**config.mk**
```make
export PLATFORM = sky130hd
export DESIGN_NAME = pidaw_mac
export DESIGN_NICKNAME = d
export VERILOG_FILES = /design/src/hdl/pidaw_pkg.sv /design/src/hdl/pidaw_mac.sv
export SDC_FILE = /design/constraint.sdc
export NUM_CORES = 2
export LEC_CHECK = 0
export BUFFER_PORTS_ARGS = -buffer_cell sky130_fd_sc_hd__buf_4
export CAP_MARGIN = 20
export CORE_MARGIN = 2
export CORE_UTILIZATION = 55
export DETAILED_ROUTE_END_ITERATION = 10
export HOLD_SLACK_MARGIN = 0.1
export PLACE_DENSITY_LB_ADDON = 0.3
export SLEW_MARGIN = 20
export SYNTH_ARGS = -nofsm -noshare
export SYNTH_HDL_FRONTEND = slang
export SYNTH_SLANG_ARGS = --single-unit
```
**constraint.sdc**
```tcl
create_clock -name clk -period 15.2 [get_ports clk]
set_input_delay 3.04 -clock clk [delete_from_list [all_inputs] [get_ports clk]]
set_output_delay 3.04 -clock clk [all_outputs]
set_load 0.05 [all_outputs]
```
**src/hdl/pidaw_pkg.sv**
```systemverilog
`default_nettype none
package pidaw_pkg;

  localparam int unsigned DW         = 32;
  localparam int unsigned IDX_W      = 31;
  localparam int unsigned AREA_W     = 31;
  localparam int unsigned DT_W       = 31;
  localparam int unsigned LIM_W      = 31;
  localparam int unsigned PER_W      = 16;
  localparam int unsigned ACC_W      = 48;
  localparam int unsigned WIDE_W     = 62;
  localparam int unsigned SUM_W      = 63;
  localparam int unsigned MUL_W      = 32;
  localparam int unsigned PROD_W     = 80;
  localparam int unsigned CFG_IDX_W  = 3;
  localparam int unsigned CFG_DATA_W = 32;

  localparam logic [LIM_W-1:0] STEP_LIMIT_RST = 31'd6554;
  localparam logic [DW-1:0]    DRIVE_MIN      = 32'h8000_0000;
  localparam logic [DW-1:0]    DRIVE_MAX      = 32'h7fff_ffff;
  localparam logic [PER_W-1:0] PERIOD_RST     = 16'd1;

  localparam logic [PROD_W-1:0] WIDE_LIM_NEG =
    {{(PROD_W-WIDE_W){1'b0}}, 1'b1, {(WIDE_W-1){1'b0}}};
  localparam logic [PROD_W-1:0] WIDE_LIM_POS = WIDE_LIM_NEG - {{(PROD_W-1){1'b0}}, 1'b1};

  typedef enum logic [CFG_IDX_W-1:0] {
    REG_ERROR_MODE     = 3'd0,
    REG_DENSITY_TARGET = 3'd1,
    REG_GAIN_PROP      = 3'd2,
    REG_GAIN_INTEG     = 3'd3,
    REG_STEP_LIMIT     = 3'd4,
    REG_DRIVE_FLOOR    = 3'd5,
    REG_DRIVE_CEILING  = 3'd6,
    REG_UPDATE_PERIOD  = 3'd7
  } cfg_reg_t;

  typedef struct packed {
    logic go;
    logic clr;
    logic hi;
    logic neg;
  } mac_ctl_t;

  function automatic logic [DW-1:0] abs32(input logic signed [DW-1:0] x);
    abs32 = x[DW-1] ? (~x + 32'd1) : x;
  endfunction

  function automatic logic [DW-2:0] mag31(input logic signed [DW-1:0] x);
    logic [DW-1:0] a;
    a = abs32(x);
    mag31 = (x == DRIVE_MIN) ? {(DW-1){1'b1}} : a[DW-2:0];
  endfunction

  function automatic logic signed [DW-1:0] sat32(input logic signed [SUM_W-1:0] x);
    if (x[SUM_W-1:DW-1] != {(SUM_W-DW+1){x[SUM_W-1]}}) begin
      sat32 = x[SUM_W-1] ? DRIVE_MIN : DRIVE_MAX;
    end else begin
      sat32 = x[DW-1:0];
    end
  endfunction

  function automatic logic signed [ACC_W-1:0] sat48(input logic signed [SUM_W-1:0] x);
    if (x[SUM_W-1:ACC_W-1] != {(SUM_W-ACC_W+1){x[SUM_W-1]}}) begin
      sat48 = x[SUM_W-1] ? {1'b1, {(ACC_W-1){1'b0}}} : {1'b0, {(ACC_W-1){1'b1}}};
    end else begin
      sat48 = x[ACC_W-1:0];
    end
  endfunction

  function automatic logic signed [DW-1:0] clamp_drv(input logic signed [DW:0] x,
                                                     input logic signed [DW-1:0] lo,
                                                     input logic signed [DW-1:0] hi);
    logic signed [DW:0] y;
    y = x;
    if (y > $signed({hi[DW-1], hi})) y = $signed({hi[DW-1], hi});
    if (y < $signed({lo[DW-1], lo})) y = $signed({lo[DW-1], lo});
    clamp_drv = y[DW-1:0];
  endfunction

endpackage
`default_nettype wire

```
**src/hdl/pidaw_mac.sv**
```systemverilog
`default_nettype none
module pidaw_mac import pidaw_pkg::*; #(
  parameter int unsigned FRAC_BITS = 16
) (
  input  logic                     clk,
  input  logic                     rst_n,
  input  mac_ctl_t                 ctl,
  input  logic [MUL_W-1:0]         op_a,
  input  logic [MUL_W-1:0]         op_b,
  output logic                     done,
  output logic signed [WIDE_W-1:0] res
);

  logic                     v1_r, v2_r, done_r;
  logic                     clr_r, hi_r, neg1_r, neg2_r;
  logic [2*MUL_W-1:0]       mp_r;
  logic [PROD_W-1:0]        prod_r;
  logic signed [WIDE_W-1:0] res_r;
  logic [PROD_W-1:0]        mp_ext;
  logic [PROD_W-1:0]        shifted;
  logic [PROD_W-1:0]        lim;
  logic [PROD_W-1:0]        mag;

  assign mp_ext  = {{(PROD_W-2*MUL_W){1'b0}}, mp_r};
  assign shifted = prod_r >> FRAC_BITS;
  assign lim     = neg2_r ? WIDE_LIM_NEG : WIDE_LIM_POS;
  assign mag     = (shifted > lim) ? lim : shifted;

  always_ff @(posedge clk) begin
    if (!rst_n) begin
      v1_r   <= 1'b0;
      v2_r   <= 1'b0;
      done_r <= 1'b0;
    end else begin
      v1_r   <= ctl.go;
      v2_r   <= v1_r;
      done_r <= v2_r;
    end
  end

  always_ff @(posedge clk) begin
    if (ctl.go) begin
      mp_r   <= op_a * op_b;
      clr_r  <= ctl.clr;
      hi_r   <= ctl.hi;
      neg1_r <= ctl.neg;
    end
    if (v1_r) begin
      prod_r <= (clr_r ? '0 : prod_r) + (hi_r ? (mp_ext << MUL_W) : mp_ext);
      neg2_r <= neg1_r;
    end
    if (v2_r) begin
      res_r <= neg2_r ? -$signed(mag[WIDE_W-1:0]) : $signed(mag[WIDE_W-1:0]);
    end
  end

  assign done = done_r;
  assign res  = res_r;

endmodule
`default_nettype wire
```
==> impl_summary.txt <==
----------------------------------------------------
[STA]
  Final hold viol count ... 0
  Worst Setup Slack, final ... 4210 ps
  Slew @ Worst Pin ... about 1000 ps
  Time the final worst path needs with I/O delays and setup ... between 10000 and 15000 ps
  Headroom to the max-slew limit ... 31.1%
  RSZ-0062 raised after global routing ... no
  Pins Over Slew Limit ... 0
  Fin crit share ... 72.3%
  Number of setup violations in the final report ... 0
  Fmax ... 91.0 MHz
  Clock skew ... 15.4 ps
  Setup tns final ... 0 ps

[Die]
  Number of rows in the core area ... 109
  Die area ... 91700 um^2
  Area inside the core boundary ... 88400 um^2
  Die extent in x ... just over 300 um
  IO Pins ... 133
  Floorplan die height ... approximately 300 um
  Starting density of the core ... 55.5%

[Synthesis]
  Top cells by area in the synthesized netlist ... sky130_fd_sc_hd__fa_1 (37%), sky130_fd_sc_hd__edfxtp_1 (13%), sky130_fd_sc_hd__ha_1 (10%), sky130_fd_sc_hd__and2_1 (8.0%), sky130_fd_sc_hd__inv_1 (6.9%)
  Post-synth EDFFs ... 210
  Sequential cell area fraction in the yosys report ... 13.0%
  Post-synth top area share ... a little over a third
  Number of warnings issued by yosys ... 0
  Syn_nets ... 6679
  Seq cells post-synth ... 213
  Number of standard cells after synthesis ... 5307
  Proportion of synthesized flip-flops having asynchronous set or reset ... 0%
  Synthesized area ... 49100 um^2
  Post-synthesis average cell area ... around 9.2 um^2
  Most used flip-flop cell after synthesis ... sky130_fd_sc_hd__edfxtp_1
  Distinct cell type count after synthesis ... 86
  Post-synthesis cell type with the largest combined area ... sky130_fd_sc_hd__fa_1

[GRT]
  Largest net degree at the start of global routing ... 86
  Number of global-route vias before repair ... 38300
  Number of antenna violations at the first check in global routing ... 5
  Wire length of the first global-routing pass ... 212 mm
  Overall fraction of global-route tracks in use ... roughly 30%
  Overflow left after global routing ... 0

[Clock network]
  Number of buffers added by the clock tree synthesis step ... 23
  Resized Gates After CTS ... 0
  Number of sinks handled by clock tree synthesis ... 213
  Register clock-pin slew on the reported worst setup and hold paths ... 60 ps
  Clock tree from TritonCTS ... done
  Max Buffers Root-to-Sink ... 3
  Root buffer cell ... sky130_fd_sc_hd__clkbuf_16
  Number of post-CTS setup repair buffers ... 0
  Skew-Pair Late Insertion Delay ... 530 ps
  Number of buffers inserted for hold repair after clock tree synthesis ... 0
  H-tree lvl count ... 1

[Critical path]
  CP bufs+invs ... 5
  Critical path class ... input port to register
  Data required time at the worst endpoint ... 15480 ps
  Worst setup path start ... op_a[13]
  Worst r2r dst ... res[54]
  Critical path peak fanout ... 32
  Most used cell, CP ... sky130_fd_sc_hd__fa_1
  Logic depth of the worst path, buffers included ... 26
  Worst Setup Start Kind ... input port
  Kind of end point of the critical path ... register
  Dominant delay contributor by cell family on the critical path ... adder cells
  Last element of the critical path ... mp_r[61]
  Critical-path top delay cell ... sky130_fd_sc_hd__fa_1
  RR Startpoint ... neg2_r
  Arr. time, crit path ... ~11000 ps
  Setup slack on the worst flop-to-flop path ... 8090 ps
  Delay contributed by the slowest stage of the critical path ... around 520 ps
  Cell depth of the worst flop-to-flop path ... 20

[Drt]
  Average wire per standard cell ... around 21 um
  Number of design rule violations left after detail routing ... 0
  Total number of vias ... roughly 37000
  DRT Wirelength ... 134 mm
  Vias per cell ... 5.86
  DRC marker count from the first detailed-route iteration ... between 2000 and 3000
  Number of nets with antenna violations after routing ... 0
  First-pass DRT Iterations ... 6

[Place]
  IO Port Bufs ... 132
  DP Cell Count ... 6337
  Post-detailed-placement half-perimeter wirelength ... ~100 mm
  Placement-stage worst setup slack ... 3740 ps
  Global placement routability congestion ... 0.932

[Finish]
  Final net count ... roughly 6600
  Filler cell count ... 7829
  Layout cells sized above 1 ... between 5 and 6%
  Combined area of the multi-input logic cells ... 38300 um^2
  Fin cells ... 6382
  FF/Latch Area ... between 6000 and 7000 um^2
  Area overhead of the layout relative to synthesis ... 4.64%

[Run status]
  Result of the run ... finished, final reports clean

[Worst hold path]
  Class of the tightest hold or removal check ... register to register

[Flow run]
  Max-Cap Viols ... 0

----------------------------------------------------
==> Yosys cell counts, types with 19 or more instances <==
cell                       number
sky130_fd_sc_hd__a211oi_1      21
sky130_fd_sc_hd__a21o_1       120
sky130_fd_sc_hd__a21oi_1      204
sky130_fd_sc_hd__a31oi_1       29
sky130_fd_sc_hd__and2_1       626
sky130_fd_sc_hd__and3_1        19
sky130_fd_sc_hd__clkbuf_1     266
sky130_fd_sc_hd__edfxtp_1     210
sky130_fd_sc_hd__fa_1         897
sky130_fd_sc_hd__ha_1         405
sky130_fd_sc_hd__inv_1        900
sky130_fd_sc_hd__mux2_2        32
sky130_fd_sc_hd__nand2_1      550
sky130_fd_sc_hd__nand2b_1      24
sky130_fd_sc_hd__nand3_1       52
sky130_fd_sc_hd__nand4_1       36
sky130_fd_sc_hd__nor2_1       138
sky130_fd_sc_hd__nor2b_1      117
sky130_fd_sc_hd__nor3_1        62
sky130_fd_sc_hd__nor4_1        21
sky130_fd_sc_hd__o21a_1        25
sky130_fd_sc_hd__o21ai_0      157
sky130_fd_sc_hd__o21bai_1      23
sky130_fd_sc_hd__or3_1         26
sky130_fd_sc_hd__xnor2_1       91
sky130_fd_sc_hd__xor2_1        41
==> logic make-up after synthesis <==
family          Yosys count  synth area share (%)
compound gates          715                  9.32
xor+xnor                132                  2.36
simple gates           1725                  18.5
buf+inv                1178                  9.02
fa+ha+maj              1302                  46.9
mux                      42                 0.964
flops                   213                  13.0
==> layer usage <==
layer / GRT usage (%) / vias to the layer above / routed length, um
li1: - / 16600 / -
met1: 41.2 / 18800 / 54500
met2: 48.4 / 1637 / 63300
met3: 3.27 / 350 / 10000
met4: 11.6 / 2 / 6110
met5: 0 / - / 9
==> worst min path at each step <==
stage	cells past startpoint	to	startpoint	slack, ps
2_1_floorplan	0	neg2_r	neg1_r	400
3_3_place_gp	0	neg2_r	neg1_r	400
3_5_place_dp	0	neg2_r	neg1_r	410
4_1_cts	0	neg2_r	neg1_r	430
5_1_grt	0	neg2_r	neg1_r	430
6_report	0	neg2_r	neg1_r	420
==> cells in the final DEF, fill, tap and decap left out, types with 7 or more instances in the layout <==
cell type,Yosys,routed
sky130_fd_sc_hd__a21o_1,120,120
sky130_fd_sc_hd__o21bai_1,23,23
sky130_fd_sc_hd__or4_1,9,9
sky130_fd_sc_hd__nand2b_1,24,24
sky130_fd_sc_hd__a31o_2,11,11
sky130_fd_sc_hd__and3_1,19,19
sky130_fd_sc_hd__nand2_1,550,550
sky130_fd_sc_hd__and2_1,626,626
sky130_fd_sc_hd__o22a_1,7,7
sky130_fd_sc_hd__inv_1,900,899
sky130_fd_sc_hd__clkbuf_16,0,23
sky130_fd_sc_hd__o31a_1,7,7
sky130_fd_sc_hd__xnor2_1,91,91
sky130_fd_sc_hd__ha_1,405,405
sky130_fd_sc_hd__fa_1,897,897
sky130_fd_sc_hd__and4_1,9,9
sky130_fd_sc_hd__mux2_2,32,32
sky130_fd_sc_hd__o21ai_0,157,157
sky130_fd_sc_hd__o31ai_1,10,10
sky130_fd_sc_hd__a211oi_1,21,21
sky130_fd_sc_hd__o21a_1,25,24
sky130_fd_sc_hd__a21oi_1,204,204
sky130_fd_sc_hd__nor3_1,62,62
sky130_fd_sc_hd__buf_4,0,143
sky130_fd_sc_hd__nor2_1,138,138
sky130_fd_sc_hd__mux2i_1,9,9
sky130_fd_sc_hd__or2_2,12,12
sky130_fd_sc_hd__or3_1,26,26
sky130_fd_sc_hd__nor2b_1,117,117
sky130_fd_sc_hd__nand4_1,36,36
sky130_fd_sc_hd__nand3_1,52,52
sky130_fd_sc_hd__a31oi_1,29,29
sky130_fd_sc_hd__nor4_1,21,21
sky130_fd_sc_hd__xor2_1,41,41
sky130_fd_sc_hd__a21boi_0,8,8
sky130_fd_sc_hd__edfxtp_1,210,210
sky130_fd_sc_hd__o211ai_1,18,18
==> cell type report <==
type	count	area share, %
Multi-Input combinational cell	3916	74.6
Sequential cell	213	12.4
Inverter	900	6.58
Tap cell	1165	2.84
Timing Repair Buffer	143	2.09
Clock buffer	28	1.20
Clock inverter	14	0.314
Antenna cell	3	0.0146
==> through the flow <==
stage / hold slack (ps) / instance area (um^2) / util [%]
final: 424 / 51400 / 58.1
after global routing: 425 / 51400 / 58.1
after CTS: 425 / 51400 / 58.1
after detailed placement: 411 / 50600 / 57.2
after global placement: 401 / 50600 / 57.2
after floorplan: 400 / 49100 / -
==> state kept, by name, indices dropped and copies added (netlist names) <==
| register | count |
|---|---|
| clr_r | 1 |
| done | 1 |
| neg1_r | 1 |
| v2_r | 1 |
| mp_r | 64 |
| neg2_r | 1 |
| v1_r | 1 |
| hi_r | 1 |
| prod_r | 80 |
| res | 62 |
Power is left out: the tool's default activity adds up to more than one toggle a clock period on the data nets, which glitch-free logic cannot reach.
