**config.mk**
```make
export PLATFORM = sky130hd
export DESIGN_NAME = pidaw_div
export DESIGN_NICKNAME = d
export VERILOG_FILES = /design/src/hdl/pidaw_pkg.sv /design/src/hdl/pidaw_div.sv
export SDC_FILE = /design/constraint.sdc
export NUM_CORES = 1
export LEC_CHECK = 0
export ABC_AREA = 1
export BUFFER_PORTS_ARGS = -buffer_cell sky130_fd_sc_hd__buf_2
export CORE_ASPECT_RATIO = 0.7
export CORE_MARGIN = 2
export CORE_UTILIZATION = 57
export DETAILED_ROUTE_END_ITERATION = 12
export PLACE_DENSITY = 0.78
export RECOVER_POWER = 50
export REMOVE_ABC_BUFFERS = 1
export SETUP_SLACK_MARGIN = 0.02
export SLEW_MARGIN = 25
export SYNTH_ARGS = -nofsm -noshare
export SYNTH_HDL_FRONTEND = slang
export SYNTH_SLANG_ARGS = --single-unit
```
**constraint.sdc**
```tcl
create_clock -name clk -period 4 [get_ports clk]
set_clock_uncertainty 0.1 [all_clocks]
set_input_delay 0.2 -clock clk [delete_from_list [all_inputs] [get_ports clk]]
set_output_delay 0.2 -clock clk [all_outputs]
set_load 0.02 [all_outputs]
```
**src/hdl/pidaw_pkg.sv**
```systemverilog
`default_nettype none
package pidaw_pkg;

  localparam int unsigned DW         = 32;
  localparam int unsigned IDX_W      = 31;
  localparam int unsigned AREA_W     = 31;
  localparam int unsigned DT_W       = 31;
  localparam int unsigned LIM_W      = 31;
  localparam int unsigned PER_W      = 16;
  localparam int unsigned ACC_W      = 48;
  localparam int unsigned WIDE_W     = 62;
  localparam int unsigned SUM_W      = 63;
  localparam int unsigned MUL_W      = 32;
  localparam int unsigned PROD_W     = 80;
  localparam int unsigned CFG_IDX_W  = 3;
  localparam int unsigned CFG_DATA_W = 32;

  localparam logic [LIM_W-1:0] STEP_LIMIT_RST = 31'd6554;
  localparam logic [DW-1:0]    DRIVE_MIN      = 32'h8000_0000;
  localparam logic [DW-1:0]    DRIVE_MAX      = 32'h7fff_ffff;
  localparam logic [PER_W-1:0] PERIOD_RST     = 16'd1;

  localparam logic [PROD_W-1:0] WIDE_LIM_NEG =
    {{(PROD_W-WIDE_W){1'b0}}, 1'b1, {(WIDE_W-1){1'b0}}};
  localparam logic [PROD_W-1:0] WIDE_LIM_POS = WIDE_LIM_NEG - {{(PROD_W-1){1'b0}}, 1'b1};

  typedef enum logic [CFG_IDX_W-1:0] {
    REG_ERROR_MODE     = 3'd0,
    REG_DENSITY_TARGET = 3'd1,
    REG_GAIN_PROP      = 3'd2,
    REG_GAIN_INTEG     = 3'd3,
    REG_STEP_LIMIT     = 3'd4,
    REG_DRIVE_FLOOR    = 3'd5,
    REG_DRIVE_CEILING  = 3'd6,
    REG_UPDATE_PERIOD  = 3'd7
  } cfg_reg_t;

  typedef struct packed {
    logic go;
    logic clr;
    logic hi;
    logic neg;
  } mac_ctl_t;

  function automatic logic [DW-1:0] abs32(input logic signed [DW-1:0] x);
    abs32 = x[DW-1] ? (~x + 32'd1) : x;
  endfunction

  function automatic logic [DW-2:0] mag31(input logic signed [DW-1:0] x);
    logic [DW-1:0] a;
    a = abs32(x);
    mag31 = (x == DRIVE_MIN) ? {(DW-1){1'b1}} : a[DW-2:0];
  endfunction

  function automatic logic signed [DW-1:0] sat32(input logic signed [SUM_W-1:0] x);
    if (x[SUM_W-1:DW-1] != {(SUM_W-DW+1){x[SUM_W-1]}}) begin
      sat32 = x[SUM_W-1] ? DRIVE_MIN : DRIVE_MAX;
    end else begin
      sat32 = x[DW-1:0];
    end
  endfunction

  function automatic logic signed [ACC_W-1:0] sat48(input logic signed [SUM_W-1:0] x);
    if (x[SUM_W-1:ACC_W-1] != {(SUM_W-ACC_W+1){x[SUM_W-1]}}) begin
      sat48 = x[SUM_W-1] ? {1'b1, {(ACC_W-1){1'b0}}} : {1'b0, {(ACC_W-1){1'b1}}};
    end else begin
      sat48 = x[ACC_W-1:0];
    end
  endfunction

  function automatic logic signed [DW-1:0] clamp_drv(input logic signed [DW:0] x,
                                                     input logic signed [DW-1:0] lo,
                                                     input logic signed [DW-1:0] hi);
    logic signed [DW:0] y;
    y = x;
    if (y > $signed({hi[DW-1], hi})) y = $signed({hi[DW-1], hi});
    if (y < $signed({lo[DW-1], lo})) y = $signed({lo[DW-1], lo});
    clamp_drv = y[DW-1:0];
  endfunction

endpackage
`default_nettype wire

```
**src/hdl/pidaw_div.sv**
```systemverilog
`default_nettype none
module pidaw_div import pidaw_pkg::*; #(
  parameter int unsigned NUM_W = 47
) (
  input  logic              clk,
  input  logic              rst_n,
  input  logic              start,
  input  logic [NUM_W-1:0]  dividend,
  input  logic [AREA_W-1:0] divisor,
  output logic              done,
  output logic [NUM_W-1:0]  quotient
);

  localparam int unsigned CW = $clog2(NUM_W + 1);

  logic [CW-1:0]     cnt_r;
  logic              done_r;
  logic [AREA_W-1:0] rem_r;
  logic [AREA_W-1:0] dvs_r;
  logic [NUM_W-1:0]  quo_r;
  logic [AREA_W:0]   trial;
  logic              fits;

  assign trial = {rem_r, quo_r[NUM_W-1]};
  assign fits  = trial >= {1'b0, dvs_r};

  always_ff @(posedge clk) begin
    if (!rst_n) begin
      cnt_r  <= '0;
      done_r <= 1'b0;
    end else begin
      done_r <= 1'b0;
      if (start) begin
        cnt_r <= CW'(NUM_W);
        rem_r <= '0;
        quo_r <= dividend;
        dvs_r <= divisor;
      end else if (cnt_r != '0) begin
        cnt_r  <= cnt_r - 1'b1;
        done_r <= (cnt_r == {{(CW-1){1'b0}}, 1'b1});
        quo_r  <= {quo_r[NUM_W-2:0], fits};
        if (fits) begin
          rem_r <= AREA_W'(trial - {1'b0, dvs_r});
        end else begin
          rem_r <= trial[AREA_W-1:0];
        end
      end
    end
  end

  assign done     = done_r;
  assign quotient = quo_r;

endmodule
`default_nettype wire

```
==> reports/results.tsv, run 1 <==
stage	metric	value	unit
status	status	finished with violations	
status	violations	capacitance limit, slew limit	
route	ant_nets	0	
power_and_ir_drop	p_switching	0.002032	W
synth	postSynthCellCount	961	
setup_path	slowest_stage	inv_1	
synth	syn_area_per_cell	7.643	um2
route	vias	6846	
power_and_ir_drop	p_per_area	545.0	nW/um2
setup_path	critical_path_class	input port to flip-flop	
setup_path	worstPathArrival	3080	ps
placement	place_hpwl	12450	um
power_and_ir_drop	internal-power	0.003081	W
cts	cts_buffers	17	
cells_and_area	final_cell_mix	nand2_1 (383), inv_1 (152), edfxtp_1 (109)	
synth	synthTopCellsByArea	edfxtp_1 (45%), nand2_1 (20%), inv_1 (7.7%)	
synth	synth.top_cell.area_share	44.57	%
synth	synth_edf_count	109	
cts	clk_path_buf_depth	2	
cells_and_area	diodes	0	
grt	overflow	0	
min_path	hp-class	input port to flip-flop	
sta	finalCriticalPeriod	2893	ps
sta	finalSetupTns	0	ps
route	wl_per_cell	14.70	um
route	drc	0	
cts	clk_latency	430	ps
power_and_ir_drop	pwr-share-comb	38.3	%
synth	ys.warnings.count	0	
cells_and_area	drive_gt1_share	12.27	%
synth	yosys.area.top_type	edfxtp_1	
power_and_ir_drop	p_clk_share	28.6	%
cts	cts_tree	yes	
power_and_ir_drop	vdd_drop_max	342.3	uV
floorplanning	die-area	13820	um2
cts	cts_setup_buffers	0	
sta	maxSlewHeadroom	-19.23	%
route	first_pass_iters	5	
grt	grtUsageTotal	29.55	%
job	maxCapViolCount	1	
grt	antenna_found_initial	0	
setup_path	max_stage_delay	1360	ps
synth	ys_seq_area_share	46.47	%
synth	netlist-cell-type-count	41	
floorplanning	core_area	12510	um2
cts	cts-root-buf	clkbuf_16	
route	routed_wl	19760	um
grt	grt_max_degree	79	
cts	h-tree-depth	4	
grt	grt_pass1_wl	32180	um
setup_path	worstSetupEndpointType	flip-flop	
floorplanning	die_h	98.97	um
grt	first_global_vias	6593	
placement	gp_congestion	0.9337	
power_and_ir_drop	seq_power_share	33.0	%
floorplanning	dieWidth	139.7	um
sta	max_freq	0.3457	GHz
cells_and_area	syn_to_final_growth	27.75	%
cells_and_area	nNetsFinal	1285	
synth	synthArstFlopShare	0	%
sta	finalSetupViolCount	0	
sta	hold_violations	0	
sta	worst_pin_slew	1786	ps
power_and_ir_drop	switching_share	39.74	%
setup_path	start_kind	input port	
cts	ctsResizeCount	0	
sta	fin_crit_sh	72.33	%
floorplanning	initial_core_util	58.72	%
sta	rsz0062_at_grt	false	
cells_and_area	mostFrequentLayoutCell	nand2_1	
setup_path	cp_max_fo	56	
floorplanning	rows	34	
power_and_ir_drop	p_leak	4.749	nW
floorplanning	boundaryPins	129	
cts	clkSlewWorstSetupHoldPaths	60	ps
synth	synth_top_flop_cell	edfxtp_1	
power_and_ir_drop	power	0.005113	W
placement	port_buffers	128	
cts	postCtsHoldBufs	78	
setup_path	path_cells	clkbuf_1, inv_1, clkbuf_1, nand2_1, nand2_1	
cts	clkSinkCount	116	
route	drtIter0Drc	619	
setup_path	crit_required	4190	ps
synth	synth-seq-cells	116	
synth	synth_area	7345	um2
route	viasPerCell	5.094	
sta	slew_violations	57	
## per-layer routing
layer | up-vias | track usage, % | share of wire [%]
li1 | 3420 | - | -
met3 | 23 | 6.074 | 9.0
met1 | 3114 | 41.68 | 45
met2 | 289 | 46.87 | 45
met5 | - | 0 | 0
met4 | 0 | 8.385 | 1.2
## layout make-up
cell class / count / area (um2)
repair buffers: 209 / 1378
fillers: 955 / 3124
inverters: 154 / 583.1
flip-flops and latches: 116 / 3413
clock buffers: 18 / 439.2
clock inverters: 14 / 120.1
multi-input cells: 671 / 3247
well taps: 162 / 202.7
## critical path, delay by kind of cell
family                 cells  cell delay, ps
buffers and inverters      3            2540
and+or+nand+nor            2             330
## power groups by stage
stage / registers [W] / logic, W / clock network, W
after detailed placement: 0.00170 / 0.00186 / 0
final: 0.00169 / 0.00196 / 0.00146
after CTS: 0.00168 / 0.00194 / 0.00147
after global routing: 0.00171 / 0.00222 / 0.00152
after global placement: 0.00170 / 0.00183 / 0
after floorplan: 0.00174 / 0.00133 / 0
## stage by stage
step	hold WS (ps)	util (%)	worst slack, ps	area [um2]	std cells
floorplan	198.9	-	916.2	7227	941
global placement	277.4	64.77	1396	8100	1234
detailed placement	278.4	64.77	1297	8100	1234
CTS	3.839	75.48	1290	9440	1344
global route	20.66	75.02	870.0	9383	1344
finish	12.34	75.02	1107	9383	1344
## flip-flops by register name, summed over array words and instances (netlist names)
name      count
quotient     47
dvs_r        31
rem_r        31
cnt_r         6
done          1
## synthesized netlist by cell type, types with 2 or more instances
cell      count
nand2_1     384
inv_1       151
edfxtp_1    109
nor2_1      101
nand3_1      36
ha_1         34
a21oi_1      21
nand3b_1     14
nor2_2       13
xor2_1       13
o21ai_0      10
clkbuf_1      9
o21ai_1       9
dfxtp_1       7
buf_1         5
buf_6         4
nand2_2       4
nand4_1       4
a21oi_2       3
xnor2_1       3
a31oi_1       2
inv_2         2
nor2_4        2
nor3_1        2
o21bai_1      2
or2_1         2
## cells by family after synthesis
group,after synthesis,share of synthesized area (%)
flip-flops,116,46.47
AO/OA/AOI/OAI,48,3.577
adder cells (fa/ha/maj),35,6.065
buffers and inverters,174,9.540
XOR/XNOR,16,1.908
AND/OR/NAND/NOR,572,32.44
## path summary, 6_finish.rpt
check / from / endpoint / slack, ps / depth (start not counted)
worst max register to register: quotient[46] / rem_r[5] / 1270 / 15
worst min register to register: cnt_r[3] / cnt_r[3] / 440 / 2
worst max-delay path: start / quotient[6] / 1110 / 5
worst min-delay path: dividend[0] / quotient[0] / 10 / 3
Note: power is estimated with default switching activity, not from simulation.
==> run 2: changes to the inputs <==
Settings changed: ABC_AREA 1 to 0, CORE_UTILIZATION 57 to 50, PLACE_DENSITY 0.78 to 0.73.
Clock period 4 ns to 2.6 ns, I/O delays scaled along.
==> run 2 against run 1 <==
  * The run ends with setup timing left
  * Synthesized area fell by 11%
  * Highest routed layer unchanged
  * Critical endpoint is now rem_r[25]
  * Routed wire length rose by 6.3%
  * Utilization rose by 5.0 points
==> reports/results.tsv, run 2 <==
stage	metric	value	unit	change
power_and_ir_drop	p_per_area	736.7	nW/um2	+35%
route	drtIter0Drc	489		-21%
cts	cts_buffers	17		unchanged
floorplanning	boundaryPins	129		unchanged
synth	synthTopCellsByCount	edfxtp_1 (109), nand2_1 (61), a21oi_1 (59)		
min_path	hp-class	input port to flip-flop		
synth	synthArstFlopShare	0	%	unchanged
route	first_pass_iters	6		+1
sta	fin_crit_sh	105.4	%	
setup_path	worstSetupEndpointType	flip-flop		
grt	overflow	0		unchanged
sta	max_freq	0.3648	GHz	
grt	grt_max_degree	93		+18%
route	viasPerCell	5.752		+13%
sta	rsz0062_at_grt	true		
sta	finalSetupViolCount	29		+29
grt	antenna_found_initial	0		unchanged
grt	grt_pass1_wl	32730	um	+1.7%
synth	synth_edf_count	109		unchanged
floorplanning	core_area	12590	um2	+0.68%
synth	netlist-cell-type-count	66		+61%
cells_and_area	drive_gt1_share	45.16	%	+33 points
cts	h-tree-depth	4		unchanged
cts	cts_tree	yes		
synth	ys_seq_area_share	52.25	%	+5.8 points
floorplanning	die_h	99.63	um	+0.67%
power_and_ir_drop	p_leak	4.257	nW	-10%
cts	clkSinkCount	116		unchanged
grt	first_global_vias	6352		-3.7%
synth	synthTopCellsByArea	edfxtp_1 (50%), mux2_2 (8.1%), ha_1 (6.5%)		
cts	cts-root-buf	clkbuf_16		
route	vias	6166		-9.9%
status	status	finished with violations		
setup_path	worst-r2r-setup-slack	-140	ps	-1410 ps
floorplanning	initial_core_util	51.88	%	-6.8 points
floorplanning	die-area	14010	um2	+1.3%
cts	clk_latency	420	ps	about the same
sta	slew_violations	0		-100%
setup_path	startpoint	rem_r[9]		
cells_and_area	final_cell_mix	buf_2 (125), edfxtp_1 (109), buf_4 (104)		
cells_and_area	fin_util	80.07	%	+5.0 points
setup_path	crit_required	2660	ps	-1530 ps
sta	finalCriticalPeriod	2742	ps	
setup_path	start_kind	flip-flop		
sta	hold_violations	0		unchanged
cells_and_area	syn_to_final_growth	54.34	%	
min_path	holdPathStages	3		unchanged
synth	synth_top_flop_cell	edfxtp_1		
synth	postSynthCellCount	584		-39%
cells_and_area	diodes	0		unchanged
synth	synth.top_cell.area_share	50.11	%	+5.5 points
power_and_ir_drop	vdd_drop_max	598.3	uV	+75%
sta	final.setup.worst_slack	-141.5	ps	-1248 ps
grt	grtUsageTotal	30.22	%	+0.67 points
placement	port_buffers	128		unchanged
route	drc	0		unchanged
sta	maxSlewHeadroom	51.94	%	+71 points
setup_path	reg2reg_from	rem_r[9]		
power_and_ir_drop	power	0.007427	W	+45%
placement	place_hpwl	12310	um	-1.2%
route	wl_per_cell	19.58	um	+33%
setup_path	worstPathArrival	2810	ps	-270 ps
floorplanning	rows	34		unchanged
cells_and_area	fillerInstances	689		-28%
synth	synth_area	6533	um2	-11%
route	routed_wl	21000	um	+6.3%
sta	worst_pin_slew	721.0	ps	-1066 ps
synth	synth-seq-cells	116		unchanged
job	maxCapViolCount	0		-1
setup_path	rr_endpoint	rem_r[25]		
synth	synth_most_common_cell	edfxtp_1		
cells_and_area	largest_reg_flops	47		unchanged
status	violations	setup timing		
setup_path	crit_path_end	rem_r[25]		
cells_and_area	mostFrequentLayoutCell	buf_2		
synth	ys.warnings.count	0		unchanged
synth	yosys.area.top_type	edfxtp_1		
route	ant_nets	0		unchanged
floorplanning	dieWidth	140.6	um	+0.67%
placement	gp_congestion	0.9525		+2.0%
synth	syn_area_per_cell	11.19	um2	+46%
setup_path	r2r.worst_path.cells	11		-4
setup_path	cp_max_fo	8		-86%
cts	clkSlewWorstSetupHoldPaths	60	ps	about the same
setup_path	critical_path_class	flip-flop to flip-flop		
cts	clk_path_buf_depth	2		unchanged
cells_and_area	nNetsFinal	1013		-21%
## run 2: worst min path at each step
stage	start	to	slack, ps
floorplan	divisor[0]	dvs_r[0]	130
global placement	divisor[23]	dvs_r[23]	210
detailed placement	divisor[14]	dvs_r[14]	210
CTS	start	rem_r[29]	270
global route	start	rem_r[29]	270
finish	start	rem_r[29]	260
## run 2: cells by family (layout without fill, tap and decap cells)
family	Yosys count	in the layout	synth area share, %
flip-flops	116	116	52.25
XOR/XNOR	23	23	3.084
AO/OA/AOI/OAI	139	139	13.46
buffers and inverters	69	395	4.367
multiplexers	48	48	8.255
AND/OR/NAND/NOR	154	154	11.76
adder cells (fa/ha/maj)	35	35	6.819
## run 2: routing by layer
layer | vias up | routed length (um) | track usage, %
li1 | 2791 | - | -
met1 | 2995 | 8761 | 38.27
met2 | 324 | 10050 | 50.28
met3 | 56 | 1689 | 8.618
met4 | 0 | 493 | 10.38
met5 | - | 0 | 0
## run 2: layout make-up
cell class	instances	area, um2	area share, %
repair buffers	321	2357	23.38
clock inverters	15	125.1	1.241
well taps	162	202.7	2.010
multi-input cells	399	3401	33.73
clock buffers	17	425.4	4.219
inverters	42	157.7	1.564
flip-flops and latches	116	3413	33.85
## run 2: per-stage QoR
step	instances	worst slack [ps]	TNS [ps]	hold WS (ps)	cell area [um2]
2_1_floorplan	557	-551.9	-56240	128.9	6405
3_3_place_gp	943	-310.6	-6282	207.6	7991
3_5_place_dp	944	-351.7	-7287	208.1	8011
4_1_cts	1064	-134.2	-787.3	269.7	9808
5_1_grt	1072	-225.4	-4351	270.0	10080
6_report	1072	-141.5	-1155	263.0	10080
## run 2: repair_timing
action | in CTS | in global routing
pin swaps | 24 | 24
gates resized for setup | 68 | 45
cloned | 0 | 0
hold buffers | 79 | 0
setup endpoints to repair | 32 | 32
buffers inserted | 9 | 8
endpoints found under the hold margin | 84 | 0
## run 2: power by group
group	switching, W	total [W]	internal, W
sequential	0.000139	0.00244	0.00230
combinational	0.00141	0.00276	0.00135
clock	0.000983	0.00223	0.00125
## run 2: critical path, stage by stage (launching register included)
cell and delay (ps):
edfxtp_1 440, ha_4 190, buf_4 130, a21oi_1 220, o21ai_0 180, a21oi_1 180, o21ai_1 80, buf_4 160
o21ai_4 170, and2_4 240, nor4_1 70, a311o_1 330
==> run 3: changes to the inputs <==
Settings changed: CORE_MARGIN 2 to 5, CORE_UTILIZATION 50 to 35, PLACE_DENSITY 0.73 to 0.54, SKIP_CTS_REPAIR_TIMING from default to 1.
==> run 3 against run 2 <==
  * The run still ends with setup timing left
  * Maximum frequency grew 0.27%
  * Hold slack lost 190 ps
  * Sequential power is essentially flat
  * Worst setup slack gained 7.5 ps
  * Via count shrank 6.1%
  * Global-route usage shrank 14 points
  * Utilization shrank 23 points
  * Critical path type unchanged
==> reports/results.tsv, run 3 (synthesis gave the netlist of run 2 again) <==
stage	metric	value	unit	change
sta	rsz0062_at_grt	true		
route	drtIter0Drc	362		-26%
floorplanning	core_area	18160	um2	+44%
sta	finalSetupViolCount	27		-6.9%
route	vias	5789		-6.1%
placement	place_hpwl	13040	um	+6.0%
sta	fin_crit_sh	105.2	%	-0.29 points
floorplanning	dieWidth	173.3	um	+23%
route	first_pass_iters	4		-2
job	maxCapViolCount	0		unchanged
cts	clkSinkCount	116		unchanged
setup_path	worstPathArrival	2790	ps	-20 ps
floorplanning	die-area	21540	um2	+54%
cells_and_area	drive_gt1_share	39.89	%	-5.3 points
sta	slew_violations	0		unchanged
grt	grt_max_degree	48		-48%
floorplanning	die_h	124.3	um	+25%
sta	whs	75.74	ps	-187.3 ps
cts	cts_buffers	17		unchanged
route	drt-met1-wl	9097	um	+3.8%
floorplanning	initial_core_util	35.97	%	-16 points
grt	overflow	0		unchanged
cells_and_area	mostFrequentLayoutCell	buf_4		
grt	grt_pass1_wl	28490	um	-13%
sta	finalSetupTns	-1144	ps	+11.23 ps
placement	gp_congestion	0.9064		-4.8%
route	routed_wl	19480	um	-7.2%
power_and_ir_drop	p_leak	4.233	nW	-0.57%
placement	port_buffers	128		unchanged
cells_and_area	syn_to_final_growth	57.57	%	
route	viasPerCell	5.008		-13%
grt	grtUsageTotal	16.28	%	-14 points
floorplanning	boundaryPins	129		unchanged
route	highest_layer	met4		
cts	clk_latency	420	ps	about the same
sta	maxSlewHeadroom	48.54	%	-3.4 points
route	dr_wl_met2	8664	um	-14%
cells_and_area	diodes	0		unchanged
route	wl_per_cell	16.85	um	-14%
cells_and_area	nNetsFinal	1024		+1.1%
floorplanning	rows	41		+21%
cts	h-tree-depth	4		unchanged
setup_path	worstSetupEndpointType	flip-flop		
cts	cts-root-buf	clkbuf_16		
setup_path	cp_max_fo	3		-5
sta	max_freq	0.3658	GHz	+0.27%
cts	clkSlewWorstSetupHoldPaths	60	ps	about the same
route	drc	0		unchanged
min_path	hp-class	input port to flip-flop		
cts	clk_path_buf_depth	2		unchanged
cts	cts_tree	yes		
status	status	finished with violations		
route	met3_length	1499	um	-11%
cells_and_area	final_cell_mix	buf_4 (115), edfxtp_1 (109), dlygate4sd3_1 (79), buf_2 (79), nand2_1 (53)		
sta	final.setup.worst_slack	-134.0	ps	+7.504 ps
status	violations	setup timing		
power_and_ir_drop	vdd_drop_max	362.4	uV	-39%
sta	hold_violations	0		unchanged
power_and_ir_drop	p_per_area	755.9	nW/um2	+2.6%
setup_path	start_kind	flip-flop		
sta	worst_pin_slew	771.9	ps	+50.91 ps
grt	first_global_vias	5678		-11%
sta	finalCriticalPeriod	2734	ps	-7.504 ps
cells_and_area	largest_reg_flops	47		unchanged
setup_path	crit_required	2650	ps	about the same
setup_path	critical_path_class	flip-flop to flip-flop		
route	ant_nets	0		unchanged
grt	antenna_found_initial	0		unchanged
-- run 3: cell count changes in the layout (fill, tap and decap cells not counted), moves of 3 or more --
cell / change
bufinv_16: +5
a21oi_1: +7
buf_4: +11
clkbuf_1: +46
a21oi_2: -7
buf_2: -46
a211oi_2: -3
-- run 3: layout make-up --
cell class                 instances  area [um2]
sequential                       116        3413
timing repair buffer             331        2379
tap                              236       295.3
clock inverter                    14       222.7
clock buffer                      17       425.4
inverter                          42       157.7
multi-input combinational        400        3401
fill                            1542        7866
-- run 3: worst max-delay path, cell delays in order (launching register included) --
cell and delay [ps]:
edfxtp_1 390, inv_2 80, ha_4 210, a21o_1 190, or3_4 340, o21ai_2 190, o21ai_2 80, buf_4 160
a2111o_1 420, a21o_1 180, nand3_1 80, a21oi_1 70
-- run 3: stage by stage --
stage / instances / utilization [%] / power [W] / cell area [um2] / setup slack (ps)
floorplan: 557 / - / 0.003648 / 6405 / -551.9
global placement: 1028 / 44.97 / 0.004587 / 8167 / -309.5
detailed placement: 1029 / 45.12 / 0.004612 / 8194 / -344.6
CTS: 1060 / 48.69 / 0.007263 / 8842 / -373.1
global route: 1156 / 56.68 / 0.008181 / 10290 / -241.2
finish: 1156 / 56.68 / 0.007781 / 10290 / -134.0
-- run 3: power breakdown --
| part | internal (W) | switching [W] |
|---|---|---|
| logic | 0.00137 | 0.00136 |
| clock network | 0.00171 | 0.000909 |
| registers | 0.00230 | 0.000129 |
-- run 3: layer usage --
metal / vias to the layer above / global-route usage (%)
li1: 2810 / -
met1: 2725 / 22.36
met2: 234 / 23.64
met3: 20 / 6.644
met4: 0 / 4.597
met5: - / 0
-- run 3: final timing paths --
path / slack [ps] / cells past startpoint / end / startpoint
worst min register to register: 480 / 1 / quotient[20] / quotient[19]
worst max register to register: -130 / 11 / rem_r[28] / dvs_r[7]
worst min-delay path: 80 / 2 / rem_r[6] / start
worst max-delay path: -130 / 11 / rem_r[28] / dvs_r[7]
